## src/hw/rtl/sud_pkg.sv

```systemverilog
// ----------------------------------------------------------------------------
// sud_pkg
// Shared constants for the signed/unsigned divider: field widths, default
// datapath width and operation codes.
// ----------------------------------------------------------------------------
package sud_pkg;

    localparam int FIELD_W        = 32;
    localparam int OP_W           = 2;
    localparam int DATA_WIDTH_DEF = 32;

    localparam logic [OP_W-1:0] OP_UQUO = 2'd0;
    localparam logic [OP_W-1:0] OP_UREM = 2'd1;
    localparam logic [OP_W-1:0] OP_SQUO = 2'd2;
    localparam logic [OP_W-1:0] OP_SREM = 2'd3;

endpackage

```

## src/hw/rtl/sud_sub_unit.sv

```systemverilog
// ----------------------------------------------------------------------------
// sud_sub_unit
// Shared subtractor: a - b with borrow out. Serves the restoring divide steps
// and every two's complement negation (a = 0).
// ----------------------------------------------------------------------------
module sud_sub_unit #(
    parameter int DATA_WIDTH = sud_pkg::DATA_WIDTH_DEF
) (
    input  logic [DATA_WIDTH-1:0] i_a,
    input  logic [DATA_WIDTH-1:0] i_b,
    output logic [DATA_WIDTH-1:0] o_diff,
    output logic                  o_borrow
);

    logic [DATA_WIDTH:0] w_full;

    assign w_full   = {1'b0, i_a} - {1'b0, i_b};
    assign o_diff   = w_full[DATA_WIDTH-1:0];
    assign o_borrow = w_full[DATA_WIDTH];

endmodule

```

## src/hw/rtl/signed_unsigned_divider_top.sv

```systemverilog
// ----------------------------------------------------------------------------
// signed_unsigned_divider_top
// Radix-2 restoring divider, quotient or remainder, unsigned or signed.
// Sequence: negate dividend, negate divisor, divide loop, then fix and load;
//   a zero divisor skips the divide and gives 0 from the fix step.
// One subtract step per quotient bit through the single shared subtractor;
//   a new word is accepted only once the sequencer is back in idle.
// Reset: synchronous active-low, returns the sequencer to idle and drops
//   the pending result.
// ----------------------------------------------------------------------------
module signed_unsigned_divider_top #(
    parameter int DATA_WIDTH = sud_pkg::DATA_WIDTH_DEF
) (
    input  logic                            i_clk,
    input  logic                            i_rst_n,
    input  logic                            i_valid,
    output logic                            o_ready,
    input  logic [sud_pkg::FIELD_W-1:0]     i_dividend,
    input  logic [sud_pkg::FIELD_W-1:0]     i_divisor,
    input  logic [sud_pkg::OP_W-1:0]        i_operation,
    output logic                            o_valid,
    input  logic                            i_ready,
    output logic [sud_pkg::FIELD_W-1:0]     o_result
);

    localparam int CNT_W = $clog2(DATA_WIDTH);

    typedef enum logic [4:0] {
        S_IDLE = 5'b00001,
        S_NEGX = 5'b00010,
        S_NEGY = 5'b00100,
        S_DIV  = 5'b01000,
        S_FIX  = 5'b10000
    } t_state;

    t_state                  r_state, n_state;
    logic [DATA_WIDTH-1:0]   r_rem, n_rem;
    logic [DATA_WIDTH-1:0]   r_quo, n_quo;
    logic [DATA_WIDTH-1:0]   r_div, n_div;
    logic [CNT_W-1:0]        r_cnt, n_cnt;
    logic                    r_is_rem, n_is_rem;
    logic                    r_signed, n_signed;
    logic                    r_xs, n_xs;
    logic                    r_ys, n_ys;
    logic                    r_zero, n_zero;
    logic                    r_out_valid, n_out_valid;
    logic [sud_pkg::FIELD_W-1:0] r_result, n_result;

    logic [DATA_WIDTH-1:0]   w_x, w_y;
    logic [DATA_WIDTH-1:0]   w_a, w_b, w_diff;
    logic                    w_borrow;
    logic [DATA_WIDTH-1:0]   w_shift;
    logic [DATA_WIDTH-1:0]   w_sel;
    logic                    w_take;
    logic                    w_neg_res;
    logic                    w_in_acc;
    logic                    w_out_free;

    assign w_x        = DATA_WIDTH'(i_dividend);
    assign w_y        = DATA_WIDTH'(i_divisor);
    assign o_ready    = (r_state == S_IDLE);
    assign w_in_acc   = i_valid && o_ready;
    assign w_out_free = !r_out_valid || i_ready;
    assign o_valid    = r_out_valid;
    assign o_result   = r_result;

    assign w_shift   = {r_rem[DATA_WIDTH-2:0], r_quo[DATA_WIDTH-1]};
    assign w_take    = r_rem[DATA_WIDTH-1] || !w_borrow;
    assign w_sel     = r_is_rem ? r_rem : r_quo;
    assign w_neg_res = r_signed && (r_is_rem ? r_xs : (r_xs != r_ys));

    // operand select for the shared subtractor
    always_comb begin
        w_a = '0;
        case (r_state)
            S_NEGX:  w_b = r_quo;
            S_NEGY:  w_b = r_div;
            S_DIV: begin
                w_a = w_shift;
                w_b = r_div;
            end
            S_FIX:   w_b = w_sel;
            default: w_b = '0;
        endcase
    end

    sud_sub_unit #(
        .DATA_WIDTH (DATA_WIDTH)
    ) u_sub (
        .i_a      (w_a),
        .i_b      (w_b),
        .o_diff   (w_diff),
        .o_borrow (w_borrow)
    );

    always_comb begin
        n_state     = r_state;
        n_rem       = r_rem;
        n_quo       = r_quo;
        n_div       = r_div;
        n_cnt       = r_cnt;
        n_is_rem    = r_is_rem;
        n_signed    = r_signed;
        n_xs        = r_xs;
        n_ys        = r_ys;
        n_zero      = r_zero;
        n_out_valid = r_out_valid;
        n_result    = r_result;

        // drop the word once taken
        if (r_out_valid && i_ready) begin
            n_out_valid = 1'b0;
        end

        case (r_state)
            S_IDLE: begin
                if (w_in_acc) begin
                    n_rem    = '0;
                    n_quo    = w_x;
                    n_div    = w_y;
                    n_cnt    = CNT_W'(DATA_WIDTH - 1);
                    n_is_rem = (i_operation == sud_pkg::OP_UREM) ||
                               (i_operation == sud_pkg::OP_SREM);
                    n_signed = (i_operation == sud_pkg::OP_SQUO) ||
                               (i_operation == sud_pkg::OP_SREM);
                    n_xs     = w_x[DATA_WIDTH-1];
                    n_ys     = w_y[DATA_WIDTH-1];
                    n_zero   = (w_y == '0);
                    n_state  = (w_y == '0) ? S_FIX : S_NEGX;
                end
            end
            S_NEGX: begin
                if (r_signed && r_xs) begin
                    n_quo = w_diff;
                end
                n_state = S_NEGY;
            end
            S_NEGY: begin
                if (r_signed && r_ys) begin
                    n_div = w_diff;
                end
                n_state = S_DIV;
            end
            S_DIV: begin
                n_rem = w_take ? w_diff : w_shift;
                n_quo = {r_quo[DATA_WIDTH-2:0], w_take};
                if (r_cnt == '0) begin
                    n_state = S_FIX;
                end else begin
                    n_cnt = r_cnt - 1'b1;
                end
            end
            S_FIX: begin
                // hold until the output register is free
                if (w_out_free) begin
                    n_out_valid = 1'b1;
                    if (r_zero) begin
                        n_result = '0;
                    end else if (w_neg_res) begin
                        n_result = sud_pkg::FIELD_W'(w_diff);
                    end else begin
                        n_result = sud_pkg::FIELD_W'(w_sel);
                    end
                    n_state = S_IDLE;
                end
            end
            default: n_state = S_IDLE;
        endcase
    end

    always_ff @(posedge i_clk) begin
        if (!i_rst_n) begin
            r_state     <= S_IDLE;
            r_out_valid <= 1'b0;
        end else begin
            r_state     <= n_state;
            r_out_valid <= n_out_valid;
        end
    end

    always_ff @(posedge i_clk) begin
        r_rem    <= n_rem;
        r_quo    <= n_quo;
        r_div    <= n_div;
        r_cnt    <= n_cnt;
        r_is_rem <= n_is_rem;
        r_signed <= n_signed;
        r_xs     <= n_xs;
        r_ys     <= n_ys;
        r_zero   <= n_zero;
        r_result <= n_result;
    end

    a_busy_after_accept: assert property (@(posedge i_clk) disable iff (!i_rst_n)
        w_in_acc |=> !o_ready)
        else $error("divider ready right after accepting a word");

    a_load_only_in_fix: assert property (@(posedge i_clk) disable iff (!i_rst_n)
        $rose(r_out_valid) |-> $past(r_state == S_FIX))
        else $error("result loaded outside the fix step");

    a_zero_divisor: assert property (@(posedge i_clk) disable iff (!i_rst_n)
        (w_in_acc && (w_y == '0) && !r_out_valid) |=> ##1 (r_out_valid && (r_result == '0)))
        else $error("zero divisor did not give a zero result");

    a_div_count: assert property (@(posedge i_clk) disable iff (!i_rst_n)
        ($past(r_state) == S_NEGY) |-> (r_state == S_DIV && r_cnt == CNT_W'(DATA_WIDTH - 1)))
        else $error("divide loop did not start with a full count");

endmodule
```

## config.mk

```make
export PLATFORM = sky130hd
export DESIGN_NAME = signed_unsigned_divider_top
export DESIGN_NICKNAME = d
export VERILOG_FILES = /design/src/hw/rtl/sud_pkg.sv /design/src/hw/rtl/sud_sub_unit.sv /design/src/hw/rtl/signed_unsigned_divider_top.sv
export SDC_FILE = /design/constraint.sdc
export NUM_CORES = 1
export LEC_CHECK = 0
export BUFFER_PORTS_ARGS = -buffer_cell sky130_fd_sc_hd__buf_2
export CORE_ASPECT_RATIO = 1.4
export CORE_MARGIN = 5
export CORE_UTILIZATION = 35
export DETAILED_ROUTE_END_ITERATION = 6
export GPL_ROUTABILITY_DRIVEN = 0
export SLEW_MARGIN = 20
export SYNTH_ARGS = -nofsm -noshare
export SYNTH_HDL_FRONTEND = slang
export SYNTH_SLANG_ARGS = --single-unit
```

## constraint.sdc

```tcl
create_clock -name i_clk -period 5.5 [get_ports i_clk]
set_clock_uncertainty 0.1 [all_clocks]
set_input_delay 0 -clock i_clk [delete_from_list [all_inputs] [get_ports i_clk]]
set_output_delay 0 -clock i_clk [all_outputs]
set_load 0.01 [all_outputs]
```

Word level (Yosys, flattened, before mapping)
Index checks and enable logic that the tools add are counted.
{"block": "word_totals", "register_bits": 144, "inputBits": 70, "out_inout_bits": 34, "elab_cells": 78}
{"block": "classes", "add_sub_neg": 2, "eq_ne": 15, "mux": 25, "reduce_logical": 24}
{"op": "$mux 32", "n": 9}
{"op": "$pmux 32 s3", "n": 2}
{"op": "$pmux 32 s2", "n": 2}
{"op": "$sub 32x32->33", "n": 1}
{"op": "$logic_not 32->1", "n": 1}
{"op": "$mux 5", "n": 6}
{"op": "$pmux 5 s5", "n": 1}
{"op": "$reduce_and 3->1", "n": 4}
{"op": "$ne 2x2->1 const B", "n": 5}
{"op": "$pmux 5 s2", "n": 1}
{"op": "$reduce_and 2->1", "n": 3}
{"op": "$eq 5x1->1 const B", "n": 1}
{"op": "$eq 5x2->1 const B", "n": 1}
{"op": "$eq 5x3->1 const B", "n": 1}
{"op": "$eq 5x4->1 const B", "n": 1}
{"op": "$eq 5x5->1 const B", "n": 1}
{"op": "$logic_and 1x1->1", "n": 5}
{"op": "$logic_not 5->1", "n": 1}
{"op": "$sub 5x1->5 const B", "n": 1}
{"op": "$eq 2x2->1 const B", "n": 2}
{"op": "$logic_or 1x1->1", "n": 4}
{"op": "$mux 1", "n": 4}
{"op": "$reduce_bool 2->1", "n": 2}
{"op": "$reduce_bool 3->1", "n": 1}
{"op": "other kinds (5)", "n": 6}

Longest topological paths before layout
Gate-level depths: netlist (run 1).
{"block": "logic_depth", "depth_word": 8, "ltp_mapped": 19, "depth_no_buf": 16}

Hierarchy
A second synthesis (run 1) with hierarchy kept.
{"block": "unflattened", "cells_unflattened": 1037, "area_unflattened_um2": 9862.0}
{"module": "signed_unsigned_divider_top", "instances": 1, "cells_each": 736, "area_per_inst_um2": 7882.6, "seq_area_each_um2": 4264.1}
{"module": "sud_sub_unit", "instances": 1, "cells_each": 301, "area_per_inst_um2": 1979.4, "seq_area_each_um2": 0.0}

Least setup slack after synthesis (run 1)
No wires, ideal clock.
{"block": "synth_timing", "path_type": "register -> register", "start": "register r_state[0]", "end": "register r_quo[0], enable pin", "setup_time_ns": 0.470, "t_arrival_ns": 4.122, "required_time_ns": 4.930, "path_slack_ns": 0.808, "stages_incl_launch_ff": 6, "n_path_buf": 1, "period_less_slack_ns": 4.692, "path_cell_list": "dfxtp_1 -> or3_1 -> nor3b_1 -> nor2_1 -> clkbuf_1 -> a211oi_1"}
{"block": "synth_via", "elab_chain_cells": 4, "elab_cells_between_ends": 8, "classes_between": "eq/ne: 5; reduce/logical: 3"}
{"element": "start, declared", "line_no": "signed_unsigned_divider_top.sv:36", "rtl": "t_state r_state, n_state;"}
{"element": "start signal, assigned", "line_no": "signed_unsigned_divider_top.sv:176", "rtl": "r_state <= n_state;"}
{"element": "$eq 5x1->1", "line_no": "signed_unsigned_divider_top.sv:61, signed_unsigned_divider_top.sv:115"}
{"element": "$logic_and 1x1->1", "line_no": "signed_unsigned_divider_top.sv:62", "rtl": "assign w_in_acc = i_valid && o_ready;"}
{"element": "$ne 2x1->1 (no line)"}
{"element": "$reduce_and 3->1 (no line) *"}
{"element": "end signal, assigned", "line_no": "signed_unsigned_divider_top.sv:183", "rtl": "r_quo <= n_quo;"}
{"element": "end, declared", "line_no": "signed_unsigned_divider_top.sv:38", "rtl": "logic [DATA_WIDTH-1:0] r_quo, n_quo;"}
Every way passes the cells marked *; elsewhere a longest branch is shown, timed or not.
A chain may end at the register's enable or synchronous reset.

Worst setup path after layout (run 1)
{"block": "layout_timing", "start": "register r_state[0]", "end": "register r_rem[11] (data pin)"}
{"block": "layout_via", "elab_chain_cells": 8, "elab_cells_between_ends": 13, "classes_between": "add/sub: 1; eq/ne: 5; mux: 4; reduce/logical: 3"}
{"element": "$eq 5x4->1 or $eq 5x3->1 (tied branches)", "line_no": "signed_unsigned_divider_top.sv:75, signed_unsigned_divider_top.sv:115"}
{"element": "$reduce_or 2->1 (no line)"}
{"element": "$pmux 32 s3", "line_no": "signed_unsigned_divider_top.sv:75", "rtl": "case (r_state)"}
{"element": "$sub 32x32->33", "line_no": "sud_sub_unit.sv:17", "rtl": "assign w_full = {1'b0, i_a} - {1'b0, i_b};"}
{"element": "$logic_not 1->1", "line_no": "signed_unsigned_divider_top.sv:68", "rtl": "assign w_take = r_rem[DATA_WIDTH-1] || !w_borrow;"}
{"element": "$logic_or 1x1->1", "line_no": "signed_unsigned_divider_top.sv:68"}
{"element": "$mux 32", "line_no": "signed_unsigned_divider_top.sv:145", "rtl": "n_rem = w_take ? w_diff : w_shift;"}
{"element": "$pmux 32 s2 *", "line_no": "signed_unsigned_divider_top.sv:115", "rtl": "case (r_state)"}
{"element": "end signal, assigned", "line_no": "signed_unsigned_divider_top.sv:182", "rtl": "r_rem <= n_rem;"}
{"element": "end, declared", "line_no": "signed_unsigned_divider_top.sv:37", "rtl": "logic [DATA_WIDTH-1:0] r_rem, n_rem;"}
Marks and branches as above.

==> out/qor.yml, run 1 <==
final_net_count: 1180
die_w_um: 148
vdd_drop_max_v: 0.000196
syn_avg_cell_area_um2: 10.0
clock_latency_ns: 0.45
post-route-util_pct: 43.9
clkPwrFrac_pct: 35.7
cts_tree: "done"
numCtsBuffers: 17
tns_ns: 0
synth_flop_cell: "edfxtp_1"
synthesis.area_um2: 9330
gr-total-overflow: 0
placed_cells: 1308
run_status: "completed"
worst-path-stages: 15
synth_cells: 933
viasPerCell: 5.82
critPathCapture: "r_rem[11]"
die-area_um2: 30100
finalMaxSlewViolations: 0
std_cell_rows: 70
power_leakage_nw: 4.60
first_global_vias: 8359
rr_worst_depth: 15
start_util_pct: 35.6
ctsRootBufferMaster: "clkbuf_16"
yosysSeqAreaShare_pct: 45.7
cap_viol_max_count: 0
fmaxAchievable_mhz: 207
synth-simple-area-share_pct: 15.1
p_int_mw: 2.34
drt-total-wl_um: 30400
grt_max_degree: 64
core_area_um2: 26200
grt_antenna_before_repair: 0
critPathLaunch: "r_state[0]"
fin_cells: 1413
fillers: 2457
io_buffers: 103
powerDensity_nw_per_um2: 293
ioPinCount: 104
synth-edff-count: 138
r2r-end: "r_rem[11]"
synthAdderAreaFrac_pct: 4.64
cts_setup_buffers: 0
antennaDiodeCount: 0
critPathKind: "reg2reg"
critPathArrivalTime_ns: 4.90
reg2reg_slack_ns: 0.67
comb_power_share_pct: 23.5
drive_above_1_share_pct: 17.4
htreeDepth: 4
yosys_register_bits: 144
vias: 8226
firstDrtPassIters: 6
routedWlPerCell_um: 21.5
synthMuxAreaShare_pct: 4.02
die_h_um: 203
syn-num-nets: 1037
syn_to_final_growth_pct: 23.2
synthDistinctLibCells: 68
setup_viol: 0
critical_path_required_ns: 5.57
crit_path_start_kind: "register"
synth_area_leaders: "edfxtp_1 44%, ha_1 4.4%, nand2_1 3.9%"
critPathBufInv: 1
yosysTopAreaCell: "edfxtp_1"
grt_pass1_wl_um: 46900
cpPeakStageDelay_ns: 0.74
synth_top_area_share_pct: 44.4
post_cts_resized: 0
ant_nets: 0
power_frac_seq_pct: 40.8
detail_route.iter0.violations: 875
rsz0062_at_grt: "no"
relSlewSlack_pct: 40.7
cpLargestDelayFamily: "compound AO/OA/AOI/OAI gates"
path_common_cell: "a21oi_1"
power_mw: 3.37
clk_pin_slew_ns: 0.06
synth_compound_area_share_pct: 22.2
dp_hpwl_um: 20700
clockBufferDepth: 2
crit_fanout: 32
grt_use_total_pct: 20.0
swShare_pct: 30.7
r2r_start: "r_state[0]"
ys_async_sr_fraction_pct: 0
crit_slowest_cell: "a21o_1"
fin_crit_ns: 4.83
synth_top_family_by_area: "compound AO/OA/AOI/OAI gates"
setup.worst_path.end_class: "register"
critical_path.cell_chain: "or3_1 -> nor3b_1 -> and2_1 -> buf_4 -> a222oi_1 -> ha_1 -> a21oi_1 -> o21ai_1 -> a221oi_2 -> nand2b_1 -> a21boi_2 -> o211ai_2 -> a21o_1 -> or2_2 -> a21oi_1"
finalCritPeriodShare_pct: 87.8
drcViolationCount: 0
tightestPinTransition_ns: 0.889
clock-sinks: 144
synth-xor-area-share_pct: 4.32
hold_viol: 0
p_switching_mw: 1.04
hold_path.class: "in2reg"
yosys_warnings: 0
==> state kept, by name, summed over array words and instances (netlist names) <==
signal,cells
r_rem,32
r_quo,32
r_div,32
r_signed,1
r_cnt,5
r_zero,1
o_valid,1
r_is_rem,1
r_ys,1
r_xs,1
o_result,32
r_state,5
==> worst min-delay path by stage <==
| stage | startpoint | to | slack (ns) | depth (start not counted) |
|---|---|---|---|---|
| floorplan | i_rst_n | r_state[0] | -0.04 | 1 |
| finish | i_operation[1] | r_signed | 0.17 | 2 |
| CTS | i_operation[0] | r_is_rem | 0.16 | 2 |
| detailed placement | i_operation[1] | r_signed | 0.08 | 1 |
| global placement | i_operation[1] | r_signed | 0.08 | 1 |
| global route | i_operation[0] | r_is_rem | 0.17 | 2 |
==> area by class of cell <==
type | count | area, um2 | share of cell area [%]
clock inverters | 12 | 158 | 1.37
repair buffers | 198 | 1420 | 12.4
multi-input cells | 699 | 4740 | 41.3
flip-flops and latches | 144 | 4260 | 37.1
clock buffers | 20 | 437 | 3.80
inverters | 16 | 60.1 | 0.523
well taps | 324 | 405 | 3.53
==> kinds of logic (layout without fill, tap and decap cells) <==
kind of cell | count (synthesis) | after routing
AOI/OAI and AO/OA | 288 | 288
xor gates and xnor gates | 46 | 46
adders and majority gates | 34 | 34
buffers and inverters | 90 | 246
DFF | 144 | 144
muxes | 37 | 37
and+or+nand+nor | 294 | 294
==> per-layer routing <==
layer / GRT usage, % / vias to the layer above / part of all wire, %
met2: 36.4 / 339 / 52
met5: 0 / - / 0
met1: 23.0 / 3994 / 38
met3: 2.93 / 68 / 5.6
li1: - / 3825 / -
met4: 9.51 / 0 / 3.6
==> power by group through the flow <==
stage                     clock (mW)  sequential, mW  combinational [mW]
after floorplan                    0            1.37               0.526
after global placement             0            1.40               0.742
after detailed placement           0            1.40               0.748
after CTS                       1.22            1.37               0.792
after global routing            1.26            1.38               0.854
final                           1.20            1.38               0.793
==> through the flow <==
stage / setup WS (ns) / instance area [um2] / hold WS [ns]
after floorplan: 0.808 / 9330 / -0.0381
after global placement: 0.830 / 10200 / 0.0788
after detailed placement: 0.717 / 10200 / 0.0815
after CTS: 0.703 / 11500 / 0.160
after global routing: 0.379 / 11500 / 0.167
final: 0.673 / 11500 / 0.166
==> worst register-to-register path: cells and delay by family, from the launching register on <==
family,cells,cell delay [ns]
AO/OA/AOI/OAI,8,1.96
AND/OR/NAND/NOR,5,1.38
buffers and inverters,1,0.37
adder cells (fa/ha/maj),1,0.40
flip-flops,1,0.34
==> synth_stat cells (all sizes together), types with 8 or more instances <==
| master | n |
|---|---|
| a21o | 18 |
| and2 | 35 |
| mux2i | 33 |
| edfxtp | 138 |
| nor2b | 16 |
| a211oi | 49 |
| nand2b | 8 |
| a22oi | 28 |
| nand2 | 96 |
| ha | 33 |
| buf | 16 |
| inv | 16 |
| nor2 | 74 |
| a222oi | 32 |
| a21oi | 43 |
| nand3 | 10 |
| nor3 | 17 |
| xor2 | 19 |
| clkbuf | 58 |
| o21ai | 71 |
| nor4 | 9 |
| xnor2 | 27 |
==> cell usage in the layout (no fill, tap or decap), types with 6 or more instances in the layout <==
| cell | Yosys | final |
|---|---|---|
| edfxtp_1 | 138 | 138 |
| nand3_1 | 10 | 9 |
| buf_4 | 5 | 22 |
| a22oi_1 | 28 | 28 |
| nand2b_1 | 8 | 8 |
| nand4_1 | 7 | 7 |
| o21bai_1 | 6 | 6 |
| a21oi_1 | 41 | 40 |
| a21o_1 | 17 | 17 |
| mux2i_1 | 33 | 33 |
| o21ai_0 | 68 | 67 |
| buf_2 | 6 | 103 |
| clkbuf_16 | 0 | 17 |
| ha_1 | 33 | 33 |
| inv_1 | 16 | 16 |
| xor2_1 | 19 | 19 |
| a222oi_1 | 32 | 32 |
| and2_1 | 34 | 34 |
| dlygate4sd3_1 | 0 | 72 |
| dfxtp_1 | 6 | 6 |
| nor2b_1 | 16 | 15 |
| nor3_1 | 16 | 16 |
| xnor2_1 | 27 | 27 |
| nor4_1 | 9 | 9 |
| o21a_1 | 7 | 7 |
| nor2_1 | 74 | 72 |
| nand2_1 | 96 | 96 |
| a211oi_1 | 47 | 46 |
==> timing repair <==
action,in CTS,in global routing
endpoints found under the hold margin,74,0
endpoints found under the setup margin,0,0
hold buffers,72,0
Power figures use the tool's default switching activity.
==> run 2: changes to the inputs <==
Settings changed: ABC_CLOCK_PERIOD_IN_PS set to 5500, PLACE_DENSITY set to 0.56.
==> run 2 against run 1 <==
Effect of this change: the run now ends with DRC left; setup slack got worse by 0.036 ns; cell area increased by 0.46%; largest cell class unchanged; die area unchanged; critical path depth unchanged; register-to-register slack got worse by 0.04 ns; clock power increased by 5%; highest routed layer unchanged; via count decreased by 0.89%; clock-buffer cell count decreased by 1; core utilization increased by 0.20 points; non-clock buffer count unchanged.
==> out/qor.yml, run 2 (same netlist as run 1, synthesis figures left out) <==
run_status: "complete, but fails checks"
violations: "DRC"
clock_latency_ns: 0.43  # -0.02 ns
vias: 8153  # -0.89%
hold_viol: 0  # unchanged
clk_pin_slew_ns: 0.06  # about the same
hold_slack_ns: 0.192  # +0.0259 ns
vdd_drop_max_v: 0.000190  # -3.3%
detail_route.iter0.violations: 772  # -12%
placed_area_um2: 10200  # +0.32%
final_cell_mix: "138 x edfxtp_1, 103 x buf_2, 96 x nand2_1"
crit_slowest_cell: "a21o_1"
final_net_count: 1180  # unchanged
r2r_start: "r_state[0]"
power_leakage_nw: 4.62  # +0.37%
power_frac_seq_pct: 40.1  # -0.7 points
setup_viol: 0  # unchanged
post_cts_resized: 0  # unchanged
numCtsBuffers: 17  # unchanged
critPathArrivalTime_ns: 5.05  # +0.15 ns
routedWlPerCell_um: 21.8  # +1.3%
viasPerCell: 5.77  # -0.82%
die_w_um: 148  # unchanged
final_common_cell: "edfxtp_1"
dp_hpwl_um: 21100  # +2.1%
die-area_um2: 30100  # unchanged
clockBufferDepth: 2  # unchanged
ctsRootBufferMaster: "clkbuf_16"
rsz0062_at_grt: "no"
crit_fanout: 23  # -28%
relSlewSlack_pct: 32.7  # -8.0 points
tns_ns: 0  # unchanged
tightestPinTransition_ns: 1.01  # +0.117 ns
hold_path.class: "in2reg"
first_global_vias: 8461  # +1.2%
cts_tree: "done"
htreeDepth: 4  # unchanged
crit_path_start_kind: "register"
hp-start: "i_operation[0]"
grt_pass1_wl_um: 47600  # +1.4%
clock-sinks: 144  # unchanged
syn_to_final_growth_pct: 23.7
power_mw: 3.43  # +1.8%
ioPinCount: 104  # unchanged
drcViolationCount: 2  # +2
finalMaxSlewViolations: 0  # unchanged
critPathKind: "reg2reg"
fmaxAchievable_mhz: 206  # -0.74%
grt_antenna_before_repair: 0  # unchanged
place_ws_ns: 0.674  # -0.0432 ns
cpPeakStageDelay_ns: 0.49  # -0.25 ns
grt_use_total_pct: 20.3  # +0.30 points
firstDrtPassIters: 7  # +1
critPathLaunch: "r_state[0]"
critPathBufInv: 1  # unchanged
cts_setup_buffers: 0  # unchanged
cpLargestDelayFamily: "simple AND/OR/NAND/NOR gates"
setup.worst_path.end_class: "register"
antennaDiodeCount: 0  # unchanged
critical_path.cell_chain: "or3_1 -> nor3b_2 -> buf_4 -> nand2_1 -> ha_1 -> fa_1 -> and2b_1 -> o2111ai_2 -> a211oi_2 -> o211ai_2 -> a21boi_2 -> o211ai_2 -> a21o_1 -> or3_1 -> a21oi_1"
start_util_pct: 35.6  # unchanged
p_switching_mw: 1.01  # -2.2%
fin_area_um2: 11500  # +0.46%
critical_path_required_ns: 5.69  # +0.12 ns
comb_power_share_pct: 23.1  # -0.4 points
gr-total-overflow: 0  # unchanged
finalCritPeriodShare_pct: 88.4  # +0.65 points
p_int_mw: 2.42  # +3.5%
cap_viol_max_count: 0  # unchanged
grt_max_degree: 64  # unchanged
drive_above_1_share_pct: 17.2  # -0.17 points
ant_nets: 0  # unchanged
fin_crit_ns: 4.86  # +0.0358 ns
core_area_um2: 26200  # unchanged
setup_ws_ns: 0.637  # -0.0358 ns
swShare_pct: 29.5  # -1.2 points
std_cell_rows: 70  # unchanged
clkPwrFrac_pct: 36.8  # +1.1 points
drt-total-wl_um: 30800  # +1.2%
die_h_um: 203  # unchanged
powerDensity_nw_per_um2: 297  # +1.3%
io_buffers: 103  # unchanged
run 2: cell count changes in the layout (fill, tap and decap cells not counted):
cell,delta
buf_16,+1
buf_4,-2
bufinv_16,+2
clkbuf_1,-1
clkinv_1,+1
clkinv_2,+1
clkinv_4,-2
dlygate4sd3_1,+1
inv_6,-2
run 2: timing repair:
action	in CTS	in global routing
hold endpoints to repair	74	0
setup endpoints to repair	0	0
hold buffers	73	0
run 2: layer usage:
layer  track usage (%)  vias to the layer above  wire length (um)
li1                  -                     3831                 -
met1              23.5                     3991             12000
met2              37.5                      272             16300
met3              2.87                       59              1480
met4              8.35                        0               986
met5                 0                        -                 0
run 2: layout make-up:
cell class / instances / area (um2)
well taps: 324 / 405
inverters: 16 / 60.1
clock buffers: 19 / 433
clock inverters: 12 / 191
flip-flops and latches: 144 / 4260
fillers: 2499 / 14600
repair buffers: 198 / 1440
multi-input cells: 699 / 4740
run 2: power groups by stage:
stage | registers, mW | logic [mW] | clock network, mW
5_1_grt | 1.38 | 0.865 | 1.32
6_report | 1.38 | 0.793 | 1.26
3_5_place_dp | 1.39 | 0.751 | 0
2_1_floorplan | 1.37 | 0.526 | 0
4_1_cts | 1.37 | 0.793 | 1.28
3_3_place_gp | 1.40 | 0.746 | 0
run 2: stage by stage:
stage | std cells | util [%]
floorplan | 933 | -
global placement | 1307 | 38.8
detailed placement | 1308 | 38.9
CTS | 1412 | 44.1
global route | 1412 | 44.1
finish | 1412 | 44.1
run 2: worst paths after layout:
check               to  cells past startpoint  slack (ns)
max          r_rem[25]                     15        0.64
min           r_is_rem                      2        0.19
max reg2reg  r_rem[25]                     15        0.64
min reg2reg   r_cnt[4]                      2        0.48
